$ cat config.mk
export PLATFORM = sky130hd
export DESIGN_NAME = mlr_ptr_alu
export DESIGN_NICKNAME = d
export VERILOG_FILES = /design/src/design/mlr_pkg.sv /design/src/design/mlr_ptr_alu.sv
export SDC_FILE = /design/constraint.sdc
export NUM_CORES = 1
export LEC_CHECK = 0
export BUFFER_PORTS_ARGS = -buffer_cell sky130_fd_sc_hd__buf_2
export CAP_MARGIN = 20
export CORE_ASPECT_RATIO = 0.6
export CORE_MARGIN = 2
export CORE_UTILIZATION = 40
export DETAILED_ROUTE_END_ITERATION = 10
export PLACE_DENSITY_LB_ADDON = 0.25
export SYNTH_ARGS = -nofsm -noshare
export SYNTH_HDL_FRONTEND = slang
export SYNTH_SLANG_ARGS = --single-unit
$ cat constraint.sdc
create_clock -name vclk -period 4.05
set_clock_uncertainty 0.15 [all_clocks]
set_input_delay 0.6075 -clock vclk [all_inputs]
set_output_delay 0.6075 -clock vclk [all_outputs]
set_load 0.02 [all_outputs]
$ cat src/design/mlr_pkg.sv
// Package for the message log ring: store geometry, request codes and the
// beat and status structs shared by the ring modules. No dependencies.
`default_nettype none
package mlr_pkg;

  localparam int STORE_DEPTH = 1024;
  localparam int PTR_W       = $clog2(STORE_DEPTH);
  localparam int CNT_W       = PTR_W + 1;

  localparam logic [7:0] SPACE_SLACK = 8'd3;
  localparam logic [7:0] TERMINATOR  = 8'd0;

  localparam logic [1:0] REQ_BEGIN  = 2'd0;
  localparam logic [1:0] REQ_BYTE   = 2'd1;
  localparam logic [1:0] REQ_READ   = 2'd2;
  localparam logic [1:0] REQ_UNUSED = 2'd3;

  typedef struct packed {
    logic [1:0] req_type;
    logic [7:0] msg_len;
    logic [7:0] data_in;
  } in_beat_t;

  typedef struct packed {
    logic [7:0] data_out;
    logic       end_of_message;
    logic       empty_res;
  } out_beat_t;

  typedef struct packed {
    logic [PTR_W-1:0] wr_next;
    logic [PTR_W-1:0] rd_next;
    logic             empty;
    logic             evict;
  } ptr_stat_t;

endpackage
`default_nettype wire

$ cat src/design/mlr_ptr_alu.sv
// Pointer unit of the message log ring: wrapped increments, empty test and the
// free-space compare that drives eviction. Depends on mlr_pkg.
`default_nettype none
module mlr_ptr_alu (
  input  wire logic [mlr_pkg::PTR_W-1:0] wr,
  input  wire logic [mlr_pkg::PTR_W-1:0] rd,
  input  wire logic [7:0]               len,
  output mlr_pkg::ptr_stat_t            stat
);
  import mlr_pkg::*;

  localparam logic [PTR_W-1:0] LAST = PTR_W'(STORE_DEPTH - 1);

  logic [CNT_W-1:0] free_cnt;
  logic [CNT_W-1:0] need_cnt;

  always_comb begin
    if (wr == rd) begin
      free_cnt = CNT_W'(STORE_DEPTH);
    end else if (wr > rd) begin
      free_cnt = CNT_W'(STORE_DEPTH) - {1'b0, wr} + {1'b0, rd};
    end else begin
      free_cnt = {1'b0, rd} - {1'b0, wr};
    end
    need_cnt = CNT_W'(len) + CNT_W'(SPACE_SLACK);

    stat.wr_next = (wr == LAST) ? '0 : wr + 1'b1;
    stat.rd_next = (rd == LAST) ? '0 : rd + 1'b1;
    stat.empty   = (wr == rd);
    stat.evict   = (free_cnt < need_cnt);
  end

endmodule
`default_nettype wire

=== After elaboration in Yosys (flattened, before gate mapping) ===
Cells that the tools add are included.

* Add/sub/neg operators: 6
* Multiplexer cells: 4
* Magnitude comparators: 2
* Equality and inequality tests: 3

{| class="wikitable"
|+ Operators by type and width
! operator !! number
|-
| 2-to-1 mux 11 bit || 2
|-
| adder 10 x 1 -> 10 bit, second input constant || 2
|-
| == test 10 bit, second input constant || 2
|-
| 2-to-1 mux 10 bit || 2
|-
| adder 11 x 10 -> 11 bit || 1
|-
| < comparator 11 x 9 -> 1 bit || 1
|-
| subtractor 10 x 10 -> 11 bit || 1
|-
| subtractor 11 x 10 -> 11 bit, first input constant || 1
|-
| == test 10 bit || 1
|-
| greater-than comparator 10 bit || 1
|-
| adder 8 x 2 -> 9 bit, second input constant || 1
|}

* Bits in registers: 0

=== Logic depth before layout (Yosys ltp) ===
Gate-level depths: netlist of the first run.

* Depth in word-level cells: 5
* Gate-level depth with buffers: 14
* Gate-level depth less buffers: 14

=== Least setup slack after synthesis of the first run ===
No wires, ideal clock.

* Kind: input port to output port
* Start point: input rd[0] (netlist bit)
* End point: output stat[0] (netlist bit)
* Required time: 3.293 ns
* Arrival time: 3.161 ns
* Stages: 14
* Path slack: 0.131 ns
* Cells stage by stage: inv_1 > ha_1 > inv_1 > fa_1 > a211oi_2 > nor2_1 > o31a_1 > a211oi_1 > ha_1 > o21ai_0 > nor2_1 > nor4_1 > o21ai_0 > a211oi_2

{| class="wikitable"
|+ RTL lines
! item !! RTL line !! RTL
|-
| from (decl) || mlr_ptr_alu.sv:6 || <nowiki>input wire logic [mlr_pkg::PTR_W-1:0] rd,</nowiki>
|-
| to (decl) || mlr_ptr_alu.sv:8 || <nowiki>output mlr_pkg::ptr_stat_t stat</nowiki>
|}

==> results of run 1 <==
==> cell usage after synthesis <==
cell	n
o21ai_0	11
nor2b_1	3
ha_1	21
o21ai_4	1
nor4_1	2
nor4_2	1
and3_1	2
nor2b_4	1
a211oi_2	2
a211oi_1	5
o211ai_1	1
nor3_2	1
nand3_1	8
nand2b_1	2
and2_1	2
a31o_1	1
nand2_1	15
a21oi_1	3
and4_1	1
inv_2	1
o21ai_1	1
nor2_1	29
o21ai_2	1
xnor2_1	16
o31a_1	2
nand4_1	4
o31ai_1	1
nor3_1	3
xor2_1	9
a21o_1	1
o21a_1	2
o2111ai_1	1
fa_1	1
inv_1	13
==> worst min-delay path, delay by kind of cell <==
kind / cells / cell delay [ps]
xor gates and xnor gates: 1 / 60
buffers and inverters: 2 / 250
==> where the power goes <==
part	internal, mW	switching [mW]	total, mW
logic	0.112	0.134	0.246
clock network	0	0	0
registers	0	0	0
total	0.112	0.134	0.246
==> repair_timing <==
action / CTS / global route
gates resized for setup: 5 / 15
pin swaps: 1 / 13
setup buffers: 0 / 1
endpoints found under the setup margin: 1 / 1
==> cell families (layout without fill, tap and decap cells) <==
| group | after synthesis | after routing |
|---|---|---|
| AND/OR/NAND/NOR | 74 | 74 |
| XOR/XNOR | 25 | 25 |
| buffers and inverters | 14 | 76 |
| adder cells (fa/ha/maj) | 22 | 22 |
| AO/OA/AOI/OAI | 33 | 33 |
==> routing by layer <==
metal  global-route usage [%]  vias to the layer above  part of all wire, %
li1                         -                      718                    -
met1                     31.3                      584                   51
met2                     26.3                       41                   42
met3                        0                        0                  7.8
met4                        0                        0                    0
met5                        0                        -                    0
==> layout make-up <==
type | instances | area, sq um
fill | 251 | 1020
tap | 32 | 40.0
timing repair buffer | 62 | 357
inverter | 14 | 55.1
multi-input combinational | 154 | 1140
==> worst paths after layout <==
check,end,slack (ps),depth (start not counted)
max,stat[0],50,16
min,stat[16],1380,3
==> per-stage QoR <==
stage               cell area, sq um  setup WS [ps]  setup TNS (ps)  std cells
floorplan                       1150            131               0        168
global placement                1520          -46.7           -46.7        261
detailed placement              1520           -144            -144        261
CTS                             1540           3.23               0        261
global route                    1590          -92.2           -92.2        262
finish                          1590           46.2               0        262
==> impl_metrics.yaml, run 1 <==
yosys:
  synth_compound_area_share_pct: 20.5
  yosysTopAreaCell: "ha_1"
  yosysSeqAreaShare_pct: 0
  synthXorXnorAreaFrac_pct: 19.1
  synth_area_leaders: "ha_1 23%, xnor2_1 12%, nor2_1 9.5%"
  synth_top_family_by_area: "simple AND/OR/NAND/NOR gates"
  syn_area_sq_um: 1150
  synthAdderAreaFrac_pct: 24.6
  synth.avg_cell_area_sq_um: 6.84
  synth_top_area_share_pct: 22.9
  ys_warn_count: 0
  muxShareOfSynthArea_pct: 0
  postSynthCellCount: 168
  synthesis.nets: 218
  synthSimpleGateAreaFrac_pct: 31.3
  ys_types: 34
worst_setup_path:
  cpLargestDelayFamily: "compound AO/OA/AOI/OAI gates"
  critPathRequiredTime_ps: 3290
  path_cells: "buf_8 -> inv_4 -> ha_4 -> inv_2 -> fa_2 -> a211oi_2 -> nor2_2 -> o31a_1 -> buf_6 -> o31ai_1 -> a31o_1 -> ha_1 -> o21ai_1 -> o21ai_1 -> a211oi_2 -> buf_4"
  path_buf_inv: 5
  crit_type: "in2out"
  worstSetupEndpointType: "output pin"
  slowest_delay_ps: 380
  worst-path-max-fanout: 3
  arrival_ps: 3250
  crit_path_start_kind: "input pin"
  crit_start: "rd[0]"
  slowest_stage: "fa_2"
sta:
  slew_headroom_pct: 73.3
  fmax_mhz: 250
  tightest_slew_ps: 397
  hold_violations: 0
  setup_viol: 0
  slew_violations: 0
  period_share_pct: 98.9
  rsz0062_at_grt: "yes"
  timing.hold.ws_ps: 1380
  min_period_ps: 4000
finish:
  final_nets: 282
  drive_above_1_share_pct: 34.3
  n_antenna_cell: 0
  nClkBuffers: 0
  nFlopsAndLatches: 0
  layout_common_cells: "48 x buf_2, 28 x nor2_1, 20 x ha_1"
  final_util_pct: 61.0
  seq_area_sq_um: 0
  area_growth_pct: 38.6
  layout_commonest_cell: "buf_2"
place:
  dp_hpwl_um: 2690
  numPortBuffers: 50
  globalplace.congestion: 0.803
job:
  cap_violations: 0
drt:
  wl_per_cell_um: 12.1
  dr.pass1.iters: 4
  vias_per_cell: 5.13
  drt_iter0_drc: 49
  antenna_left: 0
  drc: 0
  routed_wl_um: 3180
  vias: 1343
hold_path:
  hp-class: "in2out"
  min_from: "wr[4]"
global_route:
  grt_pass1_vias: 1133
  grt_start_max_net_pins: 7
  globalRoute.totalOverflow: 0
  grt_pass1_wl_um: 4950
  track_usage_pct: 18.3
  antenna_found_initial: 0
die:
  fp.dieW_um: 73.2
  dieArea_sq_um: 3330
  rows: 14
  core_region_area_sq_um: 2610
  fp.dieH_um: 45.5
  start_util_pct: 44.0
  pin_count: 50
power_and_ir_drop:
  finalPower_mw: 0.246
  irDropWorstVdd_v: 0.0000690
  leakage_nw: 0.780
  powerDensity_nw_per_um2: 155
clock_tree:
  cts_hold_buffers: 0
outcome:
  status: "finished, final reports clean"
(Power assumes the default switching activity.)
==> run 2: changes to the inputs <==
--- a/config.mk
+++ b/config.mk
@@ -8,7 +8,6 @@
 export BUFFER_PORTS_ARGS = -buffer_cell sky130_fd_sc_hd__buf_2
 export CAP_MARGIN = 20
 export CORE_ASPECT_RATIO = 0.6
-export CORE_MARGIN = 2
 export CORE_UTILIZATION = 40
 export DETAILED_ROUTE_END_ITERATION = 10
 export PLACE_DENSITY_LB_ADDON = 0.25
==> impl_metrics.yaml, run 2 (synthesized netlist as in run 1, its figures left out) <==
worst_setup_path:
  crit_type: "in2out"
  arrival_ps: 3250
  worst-path-max-fanout: 3
  critPathRequiredTime_ps: 3290
  worstSetupEndpointType: "output pin"
  crit_path_start_kind: "input pin"
sta:
  hold_violations: 0
  tightest_slew_ps: 399
  min_period_ps: 4000
  rsz0062_at_grt: "yes"
  timing.hold.ws_ps: 1380
  setup_viol: 0
  fmax_mhz: 250
  slew_violations: 0
  period_share_pct: 98.8
  slew_headroom_pct: 73.2
  tns_ps: 0
finish:
  layout_commonest_cell: "buf_2"
  area_growth_pct: 36.6
  final_nets: 281
  nClkBuffers: 0
  seq_area_sq_um: 0
  drive_above_1_share_pct: 33.6
  nFlopsAndLatches: 0
  n_antenna_cell: 0
  layout_common_cells: "48 x buf_2, 28 x nor2_1, 20 x ha_1"
hold_path:
  min_from: "wr[4]"
  whs_path_depth: 3
  min_to: "stat[16]"
  hp-class: "in2out"
die:
  rows: 14
  fp.dieW_um: 71.2
  fp.dieH_um: 43.5
  start_util_pct: 44.0
  dieArea_sq_um: 3100
  core_region_area_sq_um: 2610
  pin_count: 50
power_and_ir_drop:
  p_int_mw: 0.109
  sequentialPowerShare_pct: 0
  p_comb_share_pct: 100.0
  swShare_pct: 54.5
  irDropWorstVdd_v: 0.0000677
  switchingPower_mw: 0.131
  clockPowerShare_pct: 0
  powerDensity_nw_per_um2: 153
  leakage_nw: 0.761
drt:
  vias_per_cell: 5.16
  drt_iter0_drc: 45
  dr.pass1.iters: 6
  routed_wl_um: 2990
  antenna_left: 0
  wl_per_cell_um: 11.5
  drc: 0
  vias: 1348
global_route:
  globalRoute.totalOverflow: 0
  track_usage_pct: 19.0
  antenna_found_initial: 0
  grt_pass1_wl_um: 4850
  grt_start_max_net_pins: 7
  grt_pass1_vias: 1110
place:
  numPortBuffers: 50
  dp_hpwl_um: 2560
  globalplace.congestion: 0.832
outcome:
  status: "finished, final reports clean"
job:
  cap_violations: 0
clock_tree:
  cts_hold_buffers: 0
run 2: cell count changes in the layout (fill, tap and decap cells not counted):
cell	change
a211oi_1	+1
a211oi_2	-1
buf_4	-1
buf_6	+1
buf_8	-1
nor3_2	+1
nor3_4	-1
run 2: how the worst max path moves through the flow:
| stage | startpoint | end | slack (ps) | depth (start not counted) |
|---|---|---|---|---|
| floorplan | rd[0] | stat[0] | 130 | 14 |
| global placement | rd[0] | stat[0] | -40 | 16 |
| detailed placement | rd[0] | stat[0] | -70 | 16 |
| CTS | rd[0] | stat[0] | 6 | 16 |
| global route | rd[0] | stat[0] | -60 | 16 |
| finish | rd[0] | stat[0] | 50 | 16 |
run 2: per-stage QoR:
step	std cells	instance area, sq um	setup WS, ps	power [mW]	utilization [%]
floorplan	168	1150	131	0.150	-
global placement	259	1510	-36.8	0.222	57.7
detailed placement	259	1510	-70.2	0.223	57.7
CTS	259	1520	5.63	0.229	58.1
global route	261	1570	-57.5	0.265	60.1
finish	261	1570	47.3	0.240	60.1
run 2: what timing repair did:
action,4_1_cts,5_1_grt
pin swaps,2,12
setup buffers,0,2
setup endpoints to repair,1,1
endpoints found under the hold margin,0,0
resized for setup,4,13
run 2: metal layers:
layer,up-vias,GRT usage [%],wire length (um)
li1,721,-,-
met1,598,31.9,1610
met2,29,28.2,1220
met3,0,0,163
met4,0,0,0
met5,-,0,0
run 2: layout make-up:
type / count / area [sq um]
inverter: 14 / 55.1
multi-input combinational: 154 / 1130
fill: 255 / 1040
timing repair buffer: 61 / 345
tap: 32 / 40.0
run 2: critical path, cell delays in order:
cell and delay, ps:
buf_6 100, inv_4 50, ha_4 130, inv_2 40, fa_2 380, a211oi_2 220
nor2_2 70, o31a_1 330, a211oi_2 190, ha_1 280, o21ai_1 80, nor2_1 70
nor4_2 220, o21ai_1 120, a211oi_2 200, buf_4 170
run 2: power groups by stage:
stage               Sequential (mW)  Clock (mW)  Combinational [mW]
CTS                               0           0               0.229
floorplan                         0           0               0.150
global placement                  0           0               0.222
detailed placement                0           0               0.223
global route                      0           0               0.265
finish                            0           0               0.240
==> run 3: changes to the inputs <==
--- a/config.mk
+++ b/config.mk
@@ -6,11 +6,10 @@
 export NUM_CORES = 1
 export LEC_CHECK = 0
 export BUFFER_PORTS_ARGS = -buffer_cell sky130_fd_sc_hd__buf_2
-export CAP_MARGIN = 20
-export CORE_ASPECT_RATIO = 0.6
+export CORE_ASPECT_RATIO = 1.2
 export CORE_UTILIZATION = 40
 export DETAILED_ROUTE_END_ITERATION = 10
-export PLACE_DENSITY_LB_ADDON = 0.25
+export PLACE_DENSITY = 0.67
 export SYNTH_ARGS = -nofsm -noshare
 export SYNTH_HDL_FRONTEND = slang
 export SYNTH_SLANG_ARGS = --single-unit
==> impl_metrics.yaml, run 3 (synthesized netlist as in run 1, its figures left out) <==
drt:
  wl_per_cell_um: 11.8
  antenna_left: 0
  vias_per_cell: 5.27
  vias: 1370
  routed_wl_um: 3070
  drc: 0
  dr.pass1.iters: 4
  drt_iter0_drc: 15
finish:
  drive_above_1_share_pct: 33.5
  nFillCells: 251
  seq_area_sq_um: 0
  final_nets: 279
  layout_common_cells: "48 x buf_2, 28 x nor2_1, 19 x ha_1"
  layout_commonest_cell: "buf_2"
  n_antenna_cell: 0
  nClkBuffers: 0
  nFlopsAndLatches: 0
  area_growth_pct: 36.4
  final_util_pct: 59.6
  stdcell_area_sq_um: 1570
  fin_cells: 260
global_route:
  grt_start_max_net_pins: 7
  grt_pass1_vias: 1207
  grt_pass1_wl_um: 4860
  track_usage_pct: 19.5
  antenna_found_initial: 0
  globalRoute.totalOverflow: 0
sta:
  fmax_mhz: 253
  period_share_pct: 97.4
  hold_violations: 0
  tns_ps: 0
  tightest_slew_ps: 346
  slew_violations: 0
  setup_ws_ps: 104
  slew_headroom_pct: 76.9
  rsz0062_at_grt: "yes"
  timing.hold.ws_ps: 1390
  min_period_ps: 3950
  setup_viol: 0
worst_setup_path:
  crit_path_start_kind: "input pin"
  critPathRequiredTime_ps: 3290
  crit_type: "in2out"
  arrival_ps: 3190
  worstSetupEndpointType: "output pin"
  worst-path-max-fanout: 3
place:
  dp_hpwl_um: 2690
  place_ws_ps: -87.3
  globalplace.congestion: 0.817
  numPortBuffers: 50
  place_inst: 258
  placed_cell_area_sq_um: 1490
power_and_ir_drop:
  irDropWorstVdd_v: 0.0000812
  finalPower_mw: 0.237
  leakage_nw: 0.762
  powerDensity_nw_per_um2: 151
clock_tree:
  cts_hold_buffers: 0
die:
  pin_count: 50
  core_region_area_sq_um: 2630
  dieArea_sq_um: 3090
  start_util_pct: 43.7
  rows: 20
  fp.dieW_um: 50.9
  fp.dieH_um: 60.7
hold_path:
  hp-class: "in2out"
job:
  cap_violations: 0
outcome:
  status: "finished, final reports clean"
## run 3: cell count changes in the layout (fill, tap and decap cells not counted), sizes merged
cell  change
buf       -2
## run 3: per-layer routing
metal | share of wire (%) | track usage, % | up-vias
li1 | - | - | 717
met1 | 43 | 21.5 | 610
met2 | 53 | 42.5 | 41
met3 | 3.2 | 0 | 2
met4 | 0.59 | 1.19 | 0
met5 | 0 | 0 | -
## run 3: where the power goes
| group | total [mW] | internal, mW | switching [mW] |
|---|---|---|---|
| logic | 0.237 | 0.106 | 0.131 |
| registers | 0 | 0 | 0 |
| clock network | 0 | 0 | 0 |
| total | 0.237 | 0.106 | 0.131 |
## run 3: final timing paths
| check | end | depth (start not counted) | start |
|---|---|---|---|
| hold / removal | stat[16] | 3 | wr[4] |
| setup / recovery | stat[0] | 16 | rd[0] |
## run 3: worst max-delay path: stages
cell and delay (ps):
buf_8 100, inv_4 50, ha_4 130, inv_2 30, fa_2 370, a211oi_2 210
nor2_2 70, o31a_1 320, a211oi_2 160, ha_1 270, o21ai_1 90, nor2_1 60
nor4_1 240, o21ai_1 120, a211oi_2 190, buf_4 160
## run 3: final cells by class
| class | count | area, sq um | share of cell area, % |
|---|---|---|---|
| timing repair buffer | 59 | 334 | 21.3 |
| inverter | 14 | 55.1 | 3.51 |
| multi-input combinational | 154 | 1140 | 72.5 |
| tap | 33 | 41.3 | 2.64 |
## run 3: repair_timing
action                                  CTS  global route
endpoints found under the setup margin    1             1
resized for setup                         4            15
buffers inserted                          0             2
pin swaps                                 2            11
